### config.mk
export PLATFORM = sky130hd
export DESIGN_NAME = wildcard_glob_matcher_core
export DESIGN_NICKNAME = d
export VERILOG_FILES = /design/src/rtl/wgm_pkg.sv /design/src/rtl/wgm_cfg_regs.sv /design/src/rtl/wgm_pattern_decode.sv /design/src/rtl/wgm_star_close.sv /design/src/rtl/wildcard_glob_matcher_core.sv
export SDC_FILE = /design/constraint.sdc
export NUM_CORES = 1
export LEC_CHECK = 0
export CORE_ASPECT_RATIO = 1.4
export CORE_UTILIZATION = 60
export DETAILED_ROUTE_END_ITERATION = 12
export DONT_BUFFER_PORTS = 1
export GPL_TIMING_DRIVEN = 0
export PLACE_DENSITY = 0.76
export SETUP_SLACK_MARGIN = 0.15
export SYNTH_ARGS = -nofsm -noshare
export SYNTH_HDL_FRONTEND = slang
export SYNTH_SLANG_ARGS = --single-unit
export TNS_END_PERCENT = 100
### constraint.sdc
create_clock -name clk -period 5.9 [get_ports clk]
set_input_delay 0.885 -clock clk [delete_from_list [all_inputs] [get_ports clk]]
set_output_delay 0.885 -clock clk [all_outputs]
set_load 0.05 [all_outputs]
### src/rtl/wgm_pkg.sv
// Package for the wildcard glob matcher: register indexes, item kinds,
// pattern character codes and fixed field widths. No dependencies.
`timescale 1ns / 1ps
`default_nettype none

package wgm_pkg;

  localparam int CFG_INDEX_W = 3;
  localparam int CFG_DATA_W  = 64;
  localparam int LEN_W       = 6;
  localparam int CHAR_W      = 8;
  localparam int PAT_WORDS   = 4;
  localparam int PAT_BITS    = PAT_WORDS * CFG_DATA_W;

  typedef enum logic [CFG_INDEX_W-1:0] {
    REG_PATTERN_LENGTH  = 3'd0,
    REG_PATTERN_BYTES_0 = 3'd1,
    REG_PATTERN_BYTES_1 = 3'd2,
    REG_PATTERN_BYTES_2 = 3'd3,
    REG_PATTERN_BYTES_3 = 3'd4
  } cfg_reg_t;

  typedef enum logic {
    KIND_CHAR = 1'b0,
    KIND_END  = 1'b1
  } kind_t;

  localparam logic [CHAR_W-1:0] CH_STAR  = 8'h2A;
  localparam logic [CHAR_W-1:0] CH_QMARK = 8'h3F;
  localparam logic [CHAR_W-1:0] CH_NUL   = 8'h00;

endpackage

`default_nettype wire

### src/rtl/wgm_cfg_regs.sv
// Configuration register file of the glob matcher: pattern length and
// four words of pattern characters. Depends on wgm_pkg.
`timescale 1ns / 1ps
`default_nettype none

module wgm_cfg_regs (
  input  wire logic                              clk,
  input  wire logic                              rst_n,
  input  wire logic                              cfg_valid,
  output logic                                   cfg_ready,
  input  wire logic [wgm_pkg::CFG_INDEX_W-1:0]   cfg_index,
  input  wire logic [wgm_pkg::CFG_DATA_W-1:0]    cfg_data,
  output logic      [wgm_pkg::LEN_W-1:0]         pat_len,
  output logic      [wgm_pkg::PAT_BITS-1:0]      pat_chars
);

  logic [wgm_pkg::LEN_W-1:0]      len_r;
  logic [wgm_pkg::CFG_DATA_W-1:0] bytes0_r, bytes1_r, bytes2_r, bytes3_r;
  logic                           wr;

  assign cfg_ready = 1'b1;
  assign wr        = cfg_valid && cfg_ready;

  always_ff @(posedge clk) begin
    if (!rst_n) begin
      len_r    <= '0;
      bytes0_r <= '0;
      bytes1_r <= '0;
      bytes2_r <= '0;
      bytes3_r <= '0;
    end else if (wr) begin
      case (cfg_index)
        wgm_pkg::REG_PATTERN_LENGTH:  len_r    <= cfg_data[wgm_pkg::LEN_W-1:0];
        wgm_pkg::REG_PATTERN_BYTES_0: bytes0_r <= cfg_data;
        wgm_pkg::REG_PATTERN_BYTES_1: bytes1_r <= cfg_data;
        wgm_pkg::REG_PATTERN_BYTES_2: bytes2_r <= cfg_data;
        wgm_pkg::REG_PATTERN_BYTES_3: bytes3_r <= cfg_data;
        default: ;
      endcase
    end
  end

  assign pat_len   = len_r;
  assign pat_chars = {bytes3_r, bytes2_r, bytes1_r, bytes0_r};

endmodule

`default_nettype wire

### src/rtl/wgm_pattern_decode.sv
// Pattern decode: effective length, in-use, star and '?' masks, position
// mask and final-position select. Depends on wgm_pkg.
`timescale 1ns / 1ps
`default_nettype none

module wgm_pattern_decode #(
  parameter int PATTERN_MAX = 32
) (
  input  wire logic [wgm_pkg::LEN_W-1:0]    pat_len,
  input  wire logic [wgm_pkg::PAT_BITS-1:0] pat_chars,
  output logic      [PATTERN_MAX-1:0]       in_use,
  output logic      [PATTERN_MAX-1:0]       is_star,
  output logic      [PATTERN_MAX-1:0]       is_qmark,
  output logic      [PATTERN_MAX:0]         pos_mask,
  output logic      [PATTERN_MAX:0]         end_pos
);

  logic [wgm_pkg::LEN_W-1:0] lim;
  logic [PATTERN_MAX-1:0]    nz;

  assign lim = (pat_len > wgm_pkg::LEN_W'(PATTERN_MAX)) ?
               wgm_pkg::LEN_W'(PATTERN_MAX) : pat_len;

  always_comb begin
    for (int i = 0; i < PATTERN_MAX; i++) begin
      nz[i] = pat_chars[i*wgm_pkg::CHAR_W +: wgm_pkg::CHAR_W] != wgm_pkg::CH_NUL;
    end
    for (int i = 0; i < PATTERN_MAX; i++) begin
      in_use[i] = wgm_pkg::LEN_W'(i) < lim;
      for (int j = 0; j < PATTERN_MAX; j++) begin
        if (j <= i) begin
          in_use[i] = in_use[i] & nz[j];
        end
      end
      is_star[i]  = in_use[i] &&
                    (pat_chars[i*wgm_pkg::CHAR_W +: wgm_pkg::CHAR_W] == wgm_pkg::CH_STAR);
      is_qmark[i] = in_use[i] &&
                    (pat_chars[i*wgm_pkg::CHAR_W +: wgm_pkg::CHAR_W] == wgm_pkg::CH_QMARK);
    end
  end

  assign pos_mask = {in_use, 1'b1};
  assign end_pos  = pos_mask & ~{1'b0, in_use};

endmodule

`default_nettype wire

### src/rtl/wgm_star_close.sv
// Forward closure of an active set through star positions, built as a
// log-depth prefix network, then masked to the pattern. No dependencies.
`timescale 1ns / 1ps
`default_nettype none

module wgm_star_close #(
  parameter int PATTERN_MAX = 32
) (
  input  wire logic [PATTERN_MAX:0]   set_in,
  input  wire logic [PATTERN_MAX-1:0] is_star,
  input  wire logic [PATTERN_MAX:0]   pos_mask,
  output logic      [PATTERN_MAX:0]   set_out
);

  localparam int LVL = $clog2(PATTERN_MAX + 1);

  logic [PATTERN_MAX:0] g [LVL+1];
  logic [PATTERN_MAX:0] p [LVL+1];

  always_comb begin
    g[0] = set_in;
    p[0] = {is_star, 1'b0};
    for (int l = 0; l < LVL; l++) begin
      for (int i = 0; i <= PATTERN_MAX; i++) begin
        if (i >= (1 << l)) begin
          g[l+1][i] = g[l][i] | (p[l][i] & g[l][i-(1<<l)]);
          p[l+1][i] = p[l][i] & p[l][i-(1<<l)];
        end else begin
          g[l+1][i] = g[l][i];
          p[l+1][i] = 1'b0;
        end
      end
    end
    set_out = g[LVL] & pos_mask & {1'b1, p[LVL][PATTERN_MAX:1] | ~p[LVL][PATTERN_MAX:1]};
  end

endmodule

`default_nettype wire

### src/rtl/wildcard_glob_matcher_core.sv
// Top level of the wildcard glob matcher: input word register, one-pass
// active-set update and result register. Depends on wgm_pkg, wgm_cfg_regs,
// wgm_pattern_decode and wgm_star_close.
//
//   channel  dir  handshake            payload
//   in       in   in_tvalid/tready     tdata: char_byte[7:0]; tuser: kind
//   out      out  out_tvalid/tready    tdata: matched[0], zeros [7:1]
//   cfg      in   cfg_valid/ready      cfg_index[2:0], cfg_data[63:0]
//
// One word per cycle sustained while no end word waits; each word is held in the
// input register, and an end-of-string word loads the result register as it leaves.
// The update is two star closures and one match step between registers.
// rst_n is synchronous: clears the pattern, empties both registers and
// leaves only the start position active. An end word waits in the input
// register while an earlier result is not taken; character words never wait.
`timescale 1ns / 1ps
`default_nettype none

module wildcard_glob_matcher_core #(
  parameter int PATTERN_MAX = 32
) (
  input  wire logic                            clk,
  input  wire logic                            rst_n,
  input  wire logic                            in_tvalid,
  output logic                                 in_tready,
  input  wire logic [7:0]                      in_tdata,   // char_byte[7:0]
  input  wire logic                            in_tuser,   // kind[0]
  output logic                                 out_tvalid,
  input  wire logic                            out_tready,
  output logic      [7:0]                      out_tdata,  // matched[0], zero fill [7:1]
  input  wire logic                            cfg_valid,
  output logic                                 cfg_ready,
  input  wire logic [wgm_pkg::CFG_INDEX_W-1:0] cfg_index,
  input  wire logic [wgm_pkg::CFG_DATA_W-1:0]  cfg_data
);

  logic [wgm_pkg::LEN_W-1:0]    pat_len;
  logic [wgm_pkg::PAT_BITS-1:0] pat_chars;
  logic [PATTERN_MAX-1:0]       in_use, is_star, is_qmark, char_eq, adv;
  logic [PATTERN_MAX:0]         pos_mask, end_pos;
  logic [PATTERN_MAX:0]         active_r, active_nxt, cur, step_set, close_in, closed;

  logic                         s1_valid_r, s1_valid_nxt;
  wgm_pkg::kind_t               s1_kind_r;
  logic [wgm_pkg::CHAR_W-1:0]   s1_char_r;
  logic                         out_valid_r, out_valid_nxt;
  logic                         out_matched_r, out_matched_nxt;
  logic                         s1_fire, out_free, in_fire, is_end;

  wgm_cfg_regs u_cfg (
    .clk       (clk),
    .rst_n     (rst_n),
    .cfg_valid (cfg_valid),
    .cfg_ready (cfg_ready),
    .cfg_index (cfg_index),
    .cfg_data  (cfg_data),
    .pat_len   (pat_len),
    .pat_chars (pat_chars)
  );

  wgm_pattern_decode #(.PATTERN_MAX(PATTERN_MAX)) u_dec (
    .pat_len   (pat_len),
    .pat_chars (pat_chars),
    .in_use    (in_use),
    .is_star   (is_star),
    .is_qmark  (is_qmark),
    .pos_mask  (pos_mask),
    .end_pos   (end_pos)
  );

  wgm_star_close #(.PATTERN_MAX(PATTERN_MAX)) u_close_cur (
    .set_in   (active_r),
    .is_star  (is_star),
    .pos_mask (pos_mask),
    .set_out  (cur)
  );

  wgm_star_close #(.PATTERN_MAX(PATTERN_MAX)) u_close_nxt (
    .set_in   (close_in),
    .is_star  (is_star),
    .pos_mask (pos_mask),
    .set_out  (closed)
  );

  always_comb begin
    for (int i = 0; i < PATTERN_MAX; i++) begin
      char_eq[i] = pat_chars[i*wgm_pkg::CHAR_W +: wgm_pkg::CHAR_W] == s1_char_r;
    end
  end

  assign adv      = cur[PATTERN_MAX-1:0] & in_use & ~is_star & (is_qmark | char_eq);
  assign step_set = {1'b0, cur[PATTERN_MAX-1:0] & is_star} | {adv, 1'b0};
  assign is_end   = s1_kind_r == wgm_pkg::KIND_END;
  assign close_in = is_end ? {{PATTERN_MAX{1'b0}}, 1'b1} : step_set;

  assign out_free  = !out_valid_r || out_tready;
  assign s1_fire   = s1_valid_r && (!is_end || out_free);
  assign in_tready = !s1_valid_r || s1_fire;
  assign in_fire   = in_tvalid && in_tready;

  always_comb begin
    s1_valid_nxt    = in_fire ? 1'b1 : (s1_fire ? 1'b0 : s1_valid_r);
    active_nxt      = s1_fire ? closed : active_r;
    out_valid_nxt   = out_valid_r && !out_tready;
    out_matched_nxt = out_matched_r;
    if (s1_fire && is_end) begin
      out_valid_nxt   = 1'b1;
      out_matched_nxt = |(cur & end_pos);
    end
  end

  always_ff @(posedge clk) begin
    if (!rst_n) begin
      s1_valid_r    <= 1'b0;
      out_valid_r   <= 1'b0;
      out_matched_r <= 1'b0;
      active_r      <= {{PATTERN_MAX{1'b0}}, 1'b1};
    end else begin
      s1_valid_r    <= s1_valid_nxt;
      out_valid_r   <= out_valid_nxt;
      out_matched_r <= out_matched_nxt;
      active_r      <= active_nxt;
    end
  end

  always_ff @(posedge clk) begin
    if (in_fire) begin
      s1_kind_r <= wgm_pkg::kind_t'(in_tuser);
      s1_char_r <= in_tdata;
    end
  end

  assign out_tvalid = out_valid_r;
  assign out_tdata  = {7'b0, out_matched_r};

  a_end_loads_out: assert property (@(posedge clk) disable iff (!rst_n)
    (s1_fire && is_end) |=> out_valid_r)
    else $error("end word did not load the result register");

  a_end_restarts: assert property (@(posedge clk) disable iff (!rst_n)
    (s1_fire && is_end) |=> active_r[0])
    else $error("start position not active after end of string");

  a_char_keeps_out: assert property (@(posedge clk) disable iff (!rst_n)
    (s1_fire && !is_end) |=> $stable(out_matched_r))
    else $error("character word changed the result");

  a_end_stall: assert property (@(posedge clk) disable iff (!rst_n)
    (s1_valid_r && is_end && out_valid_r && !out_tready) |-> !in_tready)
    else $error("input accepted while end word is stalled");

endmodule

`default_nettype wire

Word-level counts from Yosys, hierarchy flattened
Index checks and enable logic that the tools add are counted.
W data, S select, Z words.
{"block": "op_classes", "n_lt_le_gt_ge": 33, "n_eq_ne": 100, "n_mux": 5, "bitwise_logic": 1183, "reduce_logical": 115}
{"op": "$and A1 B1 Y1", "count": 901}
{"op": "$eq A8 B6 Y1 const B", "count": 64}
{"op": "$or A1 B1 Y1", "count": 270}
{"op": "$eq A8 B8 Y1", "count": 32}
{"op": "$reduce_bool A8 Y1", "count": 32}
{"op": "$and A33 B33 Y33", "count": 4}
{"op": "$and A32 B32 Y32", "count": 4}
{"op": "$lt A5 B6 Y1 const A", "count": 16}
{"op": "$logic_and A1 B1 Y1", "count": 68}
{"op": "$lt A4 B6 Y1 const A", "count": 8}
{"op": "$mux W33", "count": 1}
{"op": "$not A32 Y33", "count": 1}
{"op": "$or A32 B33 Y33", "count": 1}
{"op": "$reduce_or A33 Y1", "count": 1}
{"op": "$not A32 Y32", "count": 1}
{"op": "$or A32 B32 Y32", "count": 1}
{"op": "$lt A3 B6 Y1 const A", "count": 4}
{"op": "$lt A1 B6 Y1 const A", "count": 2}
{"op": "$lt A2 B6 Y1 const A", "count": 2}
{"op": "$reduce_and A2 Y1", "count": 5}
{"op": "$eq A3 B2 Y1 const B", "count": 2}
{"op": "$gt A6 B6 Y1 const B", "count": 1}
{"op": "$mux W6", "count": 1}
{"op": "$logic_not A1 Y1", "count": 4}
{"op": "6 further kinds", "count": 10}
{"block": "word_totals", "regBits": 307, "inputBits": 81, "output_inout_bits": 11, "elab_cells": 1447}

Depth between registers and ports, before layout
{"block": "logic_depth", "word_depth": 61, "depth_mapped": 18, "ltp_nobuf": 14}

By module
A second synthesis with hierarchy kept.
{"block": "hier_totals", "hier_cells": 2475, "area_unflattened_um2": 20457.1}
{"mod": "wgm_cfg_regs", "instances": 1, "cells_per_inst": 922, "area_per_inst_um2": 9557.9, "seq_area_each_um2": 5245.0}
{"mod": "wildcard_glob_matcher_core", "instances": 1, "cells_per_inst": 686, "area_per_inst_um2": 5818.1, "seq_area_each_um2": 991.0}
{"mod": "wgm_pattern_decode", "instances": 1, "cells_per_inst": 511, "area_per_inst_um2": 2966.6, "seq_area_each_um2": 0.0}
{"mod": "wgm_star_close", "instances": 2, "cells_per_inst": 178, "area_per_inst_um2": 1057.3, "seq_area_each_um2": 0.0}

Worst setup path before layout
Ideal clock, no wire load.
{"block": "synth_timing", "path_type": "register to register", "from": "register u_cfg.bytes0_r[9] in the netlist's numbering", "to": "register active_r[32]", "setup_time_ns": 0.060, "t_arrival_ns": 4.128, "t_required_ns": 5.840, "slack_ns": 1.712, "stages_incl_launch_ff": 17, "n_path_buf": 2, "synth_period_minus_slack_ns": 4.188, "path_cell_list": "dfxtp_1 > nor3_1 > and3_1 > buf_2 > or3_1 > buf_6 > or4_4 > o31a_1 > a2111oi_4 > o31ai_4 > o31ai_4 > nor2_2 > o21a_1 > or4_4 > a31oi_1 > a22o_1 > a41o_1"}
{"block": "synth_between", "elab_chain_len": 51, "word_cells_on_any_way": 995, "classes_between": "eq/ne: 3; mux: 1; bitwise: 928; reduce/logical: 63"}
{"element": "from (decl)", "line_no": "wgm_cfg_regs.sv:18", "source": "logic [wgm_pkg::CFG_DATA_W-1:0] bytes0_r, bytes1_r, bytes2_r, bytes3_r;"}
{"element": "from (signal assigned)", "line_no": "wgm_cfg_regs.sv:34", "source": "wgm_pkg::REG_PATTERN_BYTES_0: bytes0_r <= cfg_data;"}
{"element": "$reduce_bool A8 Y1", "line_no": "wgm_pattern_decode.sv:26", "source": "nz[i] = pat_chars[i*wgm_pkg::CHAR_W +: wgm_pkg::CHAR_W] != wgm_pkg::CH_NUL;"}
{"element": "$and A1 B1 Y1 (29 in a row)", "line_no": "wgm_pattern_decode.sv:32", "source": "in_use[i] = in_use[i] & nz[j];"}
{"element": "$logic_and A1 B1 Y1 / $and A1 B1 Y1 (equally long branches)", "line_no": "wgm_pattern_decode.sv:35, wgm_pattern_decode.sv:32"}
{"element": "$and A1 B1 Y1 (tied with other cells)", "line_no": "wgm_star_close.sv:26", "source": "g[l+1][i] = g[l][i] | (p[l][i] & g[l][i-(1<<l)]);"}
{"element": "$or A1 B1 Y1 (tied with other cells) (4 in a row)", "line_no": "wgm_star_close.sv:26"}
{"element": "$or A1 B1 Y1 / $and A1 B1 Y1 (equally long branches)", "line_no": "wgm_star_close.sv:26"}
{"element": "$and A33 B33 Y33 / $or A1 B1 Y1 (equally long branches)", "line_no": "wgm_star_close.sv:34, wgm_star_close.sv:26"}
{"element": "$and A32 B32 Y32 / $and A33 B33 Y33 (equally long branches)", "line_no": "wildcard_glob_matcher_core.sv:91, wgm_star_close.sv:34"}
{"element": "$and A32 B32 Y32 (2 in a row)", "line_no": "wildcard_glob_matcher_core.sv:91", "source": "assign adv = cur[PATTERN_MAX-1:0] & in_use & ~is_star & (is_qmark | char_eq);"}
{"element": "$or A32 B33 Y33 / $and A32 B32 Y32 (equally long branches)", "line_no": "wildcard_glob_matcher_core.sv:92, wildcard_glob_matcher_core.sv:91"}
{"element": "$mux W33 / $or A32 B33 Y33 (equally long branches)", "line_no": "wildcard_glob_matcher_core.sv:94, wildcard_glob_matcher_core.sv:92"}
{"element": "$and A1 B1 Y1 / $mux W33 (equally long branches)", "line_no": "wgm_star_close.sv:26, wildcard_glob_matcher_core.sv:94"}
{"element": "$or A1 B1 Y1 (6 in a row)", "line_no": "wgm_star_close.sv:26"}
{"element": "$and A33 B33 Y33 (*)", "line_no": "wgm_star_close.sv:34", "source": "set_out = g[LVL] & pos_mask & {1'b1, p[LVL][PATTERN_MAX:1] | ~p[LVL][PATTERN_MAX:1]};"}
{"element": "to (signal assigned)", "line_no": "wildcard_glob_matcher_core.sv:117", "source": "active_r <= {{PATTERN_MAX{1'b0}}, 1'b1};"}
{"element": "to (signal assigned)", "line_no": "wildcard_glob_matcher_core.sv:122", "source": "active_r <= active_nxt;"}
{"element": "to (decl)", "line_no": "wildcard_glob_matcher_core.sv:41", "source": "logic [PATTERN_MAX:0] active_r, active_nxt, cur, step_set, close_in, closed;"}
Mark *: on every way between the ends. The rest lies on a longest branch, timed or not.
A chain may end at the register's enable or synchronous reset.

Worst setup path after layout
{"block": "layout_timing", "from": "register s1_char_r[6] in the netlist's numbering", "to": "register active_r[32]"}
{"block": "layout_between", "elab_chain_len": 17, "word_cells_on_any_way": 100, "classes_between": "eq/ne: 32; mux: 1; bitwise: 67"}
{"element": "from (decl)", "line_no": "wildcard_glob_matcher_core.sv:45", "source": "logic [wgm_pkg::CHAR_W-1:0] s1_char_r;"}
{"element": "from (signal assigned)", "line_no": "wildcard_glob_matcher_core.sv:129", "source": "s1_char_r <= in_tdata;"}
{"element": "$eq A8 B8 Y1", "line_no": "wildcard_glob_matcher_core.sv:87", "source": "char_eq[i] = pat_chars[i*wgm_pkg::CHAR_W +: wgm_pkg::CHAR_W] == s1_char_r;"}
{"element": "$or A32 B32 Y32 (*)", "line_no": "wildcard_glob_matcher_core.sv:91"}
{"element": "$and A32 B32 Y32 (*)", "line_no": "wildcard_glob_matcher_core.sv:91"}
{"element": "$or A32 B33 Y33 (*)", "line_no": "wildcard_glob_matcher_core.sv:92", "source": "assign step_set = {1'b0, cur[PATTERN_MAX-1:0] & is_star} | {adv, 1'b0};"}
{"element": "$mux W33 (*)", "line_no": "wildcard_glob_matcher_core.sv:94", "source": "assign close_in = is_end ? {{PATTERN_MAX{1'b0}}, 1'b1} : step_set;"}
{"element": "$and A1 B1 Y1", "line_no": "wgm_star_close.sv:26"}
{"element": "$or A1 B1 Y1", "line_no": "wgm_star_close.sv:26"}
{"element": "$and A1 B1 Y1", "line_no": "wgm_star_close.sv:26"}
{"element": "$or A1 B1 Y1", "line_no": "wgm_star_close.sv:26"}
{"element": "$and A1 B1 Y1", "line_no": "wgm_star_close.sv:26"}
{"element": "$or A1 B1 Y1", "line_no": "wgm_star_close.sv:26"}
{"element": "$and A1 B1 Y1", "line_no": "wgm_star_close.sv:26"}
{"element": "$or A1 B1 Y1", "line_no": "wgm_star_close.sv:26"}
{"element": "$and A1 B1 Y1", "line_no": "wgm_star_close.sv:26"}
{"element": "$or A1 B1 Y1 (*) (2 in a row)", "line_no": "wgm_star_close.sv:26"}
{"element": "$and A33 B33 Y33 (*)", "line_no": "wgm_star_close.sv:34"}
Marks and branches as above.

==> results by group <==
STA
  • Peak Freq: around 0.17 GHz
  • Tightest Pin Transition: around 1500 ps
  • Final Max Tran Viols: 0
  • Worst slew margin: approximately 1.7%
  • Fin crit share: between 90% and 100%
  • Final hold violations: 0
  • RSZ-0062 raised after global routing: false
  • Final setup fails: 0
  • Tmin final: between 5000 and 6000 ps
  • Clk_skew: approximately 24 ps
  • Hold Slack: roughly 420 ps

Critical path
  • WP data required: 6390 ps
  • Crit end category: register
  • Worst Reg-to-Reg Cells: 15
  • Beginning of the critical path: s1_char_r[6]
  • Crit start category: register
  • Flop-to-flop setup slack: about 170 ps
  • Max FO, Critical Path: 10
  • Reg-to-reg endpoint: active_r[32]
  • Crit path to: active_r[32]
  • Kind of critical path: register to register
  • Arr. time, crit path: around 6200 ps
  • R2R Path Start: s1_char_r[6]

Synth
  • Cells after Synth: roughly 2.8k
  • Synth unique cells: 94
  • Cell with the most instances after synthesis: nand2_1
  • Synthesized area per cell: 7.408 µm²
  • List of most frequent post-synthesis cells: nand2_1 (631), dfxtp_1 (298), a21boi_0 (265)
  • Number of synthesized flops with an enable pin: 9
  • Post-synth ARST share: 0%
  • Ys Warns: 0
  • Register area share after synthesis: a little over 30%
  • Cell area after synthesis: slightly above 20,000 µm²
  • Share of the synthesized area in the top cell type: between 20% and 30%
  • Ys flop type: dfxtp_1
  • Synthesized flop and latch total: 307
  • Yosys top cell by area: dfxtp_1
  • Ranking of synthesized cells by area: dfxtp_1 (29%), nand2_1 (11%), a21boi_0 (9.6%), xnor2_1 (8.2%), nor2_1 (3.2%)

CTS
  • Worst skew pair latency: around 560 ps
  • CTS max path bufs: 3
  • Reg clk slew, reported paths: around 60 ps
  • Clock sinks: around 300
  • H-tree Lvls: 2
  • CTS Hold Bufs: 0
  • Root Driver: clkbuf_16
  • CTS tree: built
  • CTS Buf Count: 34

Detailed routing
  • Drt total wl: roughly 89,000 µm
  • Drt drc: 0
  • Vias: 22.82k
  • Number of DRC markers in iteration 0: 3,049
  • Via-to-Cell Ratio: 6.903
  • TritonRoute pass-1 iters: 8
  • Routed len/inst: about 27 µm
  • Post-DRT Antenna Nets: 0

Placement
  • RePlAce Congestion: between 1 and 1.5
  • PortBufs: 0
  • Placed cells: ~3.2k
  • Detailed placement HPWL: 69,010 µm

Min path
  • HP Class: input port to register
  • Worst Hold Path Cells: 0

Status
  • Outcome: finished, final reports clean

Job
  • Max Cap Viol: 0

Final layout
  • Share of layout cells above drive strength 1: under 10%
  • Area delta synth->final: 9.479%
  • Post-route insts no fill: 3,305
  • Nets: around 2.9k

Die
  • Initial core utilization: around three fifths
  • Top-level port count: 92
  • Core area: about 34,000 µm²
  • Die Ht: between 200 and 250 µm
  • Rows: 80
  • Die X: ~160 µm
  • Die Footprint: about 35,000 µm²

Global route
  • Initial antenna violation count: 1
  • Vias in the first global route: about 22k
  • First-pass GRT wire length: approximately 130,000 µm
  • Gr usage total: between 40 and 50%
  • Remaining Overflow, GRT: 0
  • Largest net degree at the start of global routing: 15

Pwr
  • Lkg Pwr: ~0.0071 µW
  • Pwr per Cell Area: 226.5 nW/µm²
  • Worst VDD drop: approximately 270 µV
-- registers in the layout (all words and copies together) (netlist names) --
name,count
s1_char_r,8
u_cfg.pat_len,6
s1_valid_r,1
active_r,33
u_cfg.bytes3_r,64
u_cfg.bytes1_r,64
is_end,1
u_cfg.bytes2_r,64
out_matched_r,1
u_cfg.bytes0_r,64
out_tvalid,1
-- stage by stage --
step	TNS (ps)	total power [µW]	worst slack [ps]	util, %	instance area [µm²]
finish	0	5117	169.3	66.56	22590
global placement	-1880	2826	-368.7	62.53	21220
CTS	0	5063	167.7	66.17	22450
global route	0	5205	141.2	66.56	22580
detailed placement	0	2845	83.80	62.56	21230
floorplan	0	2648	1712	-	20650
-- routing by layer --
layer | wire length, µm | GRT usage [%] | up-vias
met5 | 16 | 0 | -
met4 | 10740 | 53.40 | 2
met3 | 9425 | 12.09 | 544
met2 | 38990 | 77.96 | 1637
met1 | 30240 | 52.94 | 10590
li1 | - | - | 10043
-- power by group --
part	switching, µW	total [µW]	internal, µW	leakage [µW]
Combinational	418	634	216	0.00399
Clock	970	2280	1310	0.000584
Sequential	69.4	2210	2140	0.00250
Total	1460	5120	3660	0.00708
-- what timing repair did --
item | in CTS | in global routing
gates cloned | 0 | 0
gates resized for setup | 9 | 43
setup endpoints to repair | 6 | 11
buffers inserted | 0 | 0
-- worst min-delay path by stage --
stage	start	slack, ps	endpoint
6_report	in_tuser	420	is_end
5_1_grt	in_tuser	420	is_end
4_1_cts	in_tuser	410	is_end
3_5_place_dp	u_cfg.bytes3_r[31]	480	u_cfg.bytes3_r[31]
3_3_place_gp	u_cfg.bytes3_r[47]	480	u_cfg.bytes3_r[47]
2_1_floorplan	u_cfg.bytes3_r[31]	460	u_cfg.bytes3_r[31]
-- critical path: stages, from the launching register on --
cell,delay [ps]
edfxtp_1,340
clkbuf_1,480
clkbuf_1,770
clkdlybuf4s15_1,880
clkbuf_2,560
xnor2_1,180
nand4_1,120
nor2_1,140
o31ai_1,100
a21oi_1,650
o21ai_0,250
a221oi_1,470
nor2_1,140
a31oi_1,200
o31a_1,200
a41o_1,180
-- layout by cell type (no fill, tap or decap), types with 10 or more instances in the layout --
cell type	synthesis	final
nor2_1	177	176
or2_2	21	21
o31ai_1	19	19
and4_1	12	12
a21boi_0	265	265
xor2_1	64	64
o21a_1	13	13
or4_1	18	18
and2_1	14	14
a21o_1	16	16
nor2b_1	14	14
and3_1	56	56
a31oi_1	28	28
clkbuf_16	0	34
or3_1	27	27
a21oi_1	72	72
clkbuf_2	0	11
nand4_1	94	94
o21ai_0	81	80
dfxtp_1	298	298
inv_1	18	18
o211ai_1	17	17
a211oi_1	20	20
nor4_1	60	56
clkbuf_1	151	143
clkbuf_8	0	11
a211o_1	12	12
nor3_1	91	89
xnor2_1	192	192
nand2_1	631	631
nor3b_1	11	10
nand3_1	77	75
-- layout make-up --
class / count / area (µm²)
clock buffer: 47 / 1010
tap: 451 / 564.3
fill: 2940 / 11350
buffer: 181 / 803.3
timing repair buffer: 1 / 5.005
multi-input combinational: 2285 / 13720
sequential: 307 / 6236
antenna: 1 / 2.502
inverter: 18 / 67.56
clock inverter: 14 / 178.9
-- cells by family after synthesis --
group / after synthesis / synth area share [%]
compound gates: 666 / 23.65
buf+inv: 199 / 3.845
simple gates: 1348 / 31.03
flops: 307 / 30.23
other cells: 2 / 0.03640
mux: 7 / 0.3396
xor+xnor: 256 / 10.87
(Power assumes the default switching activity.)
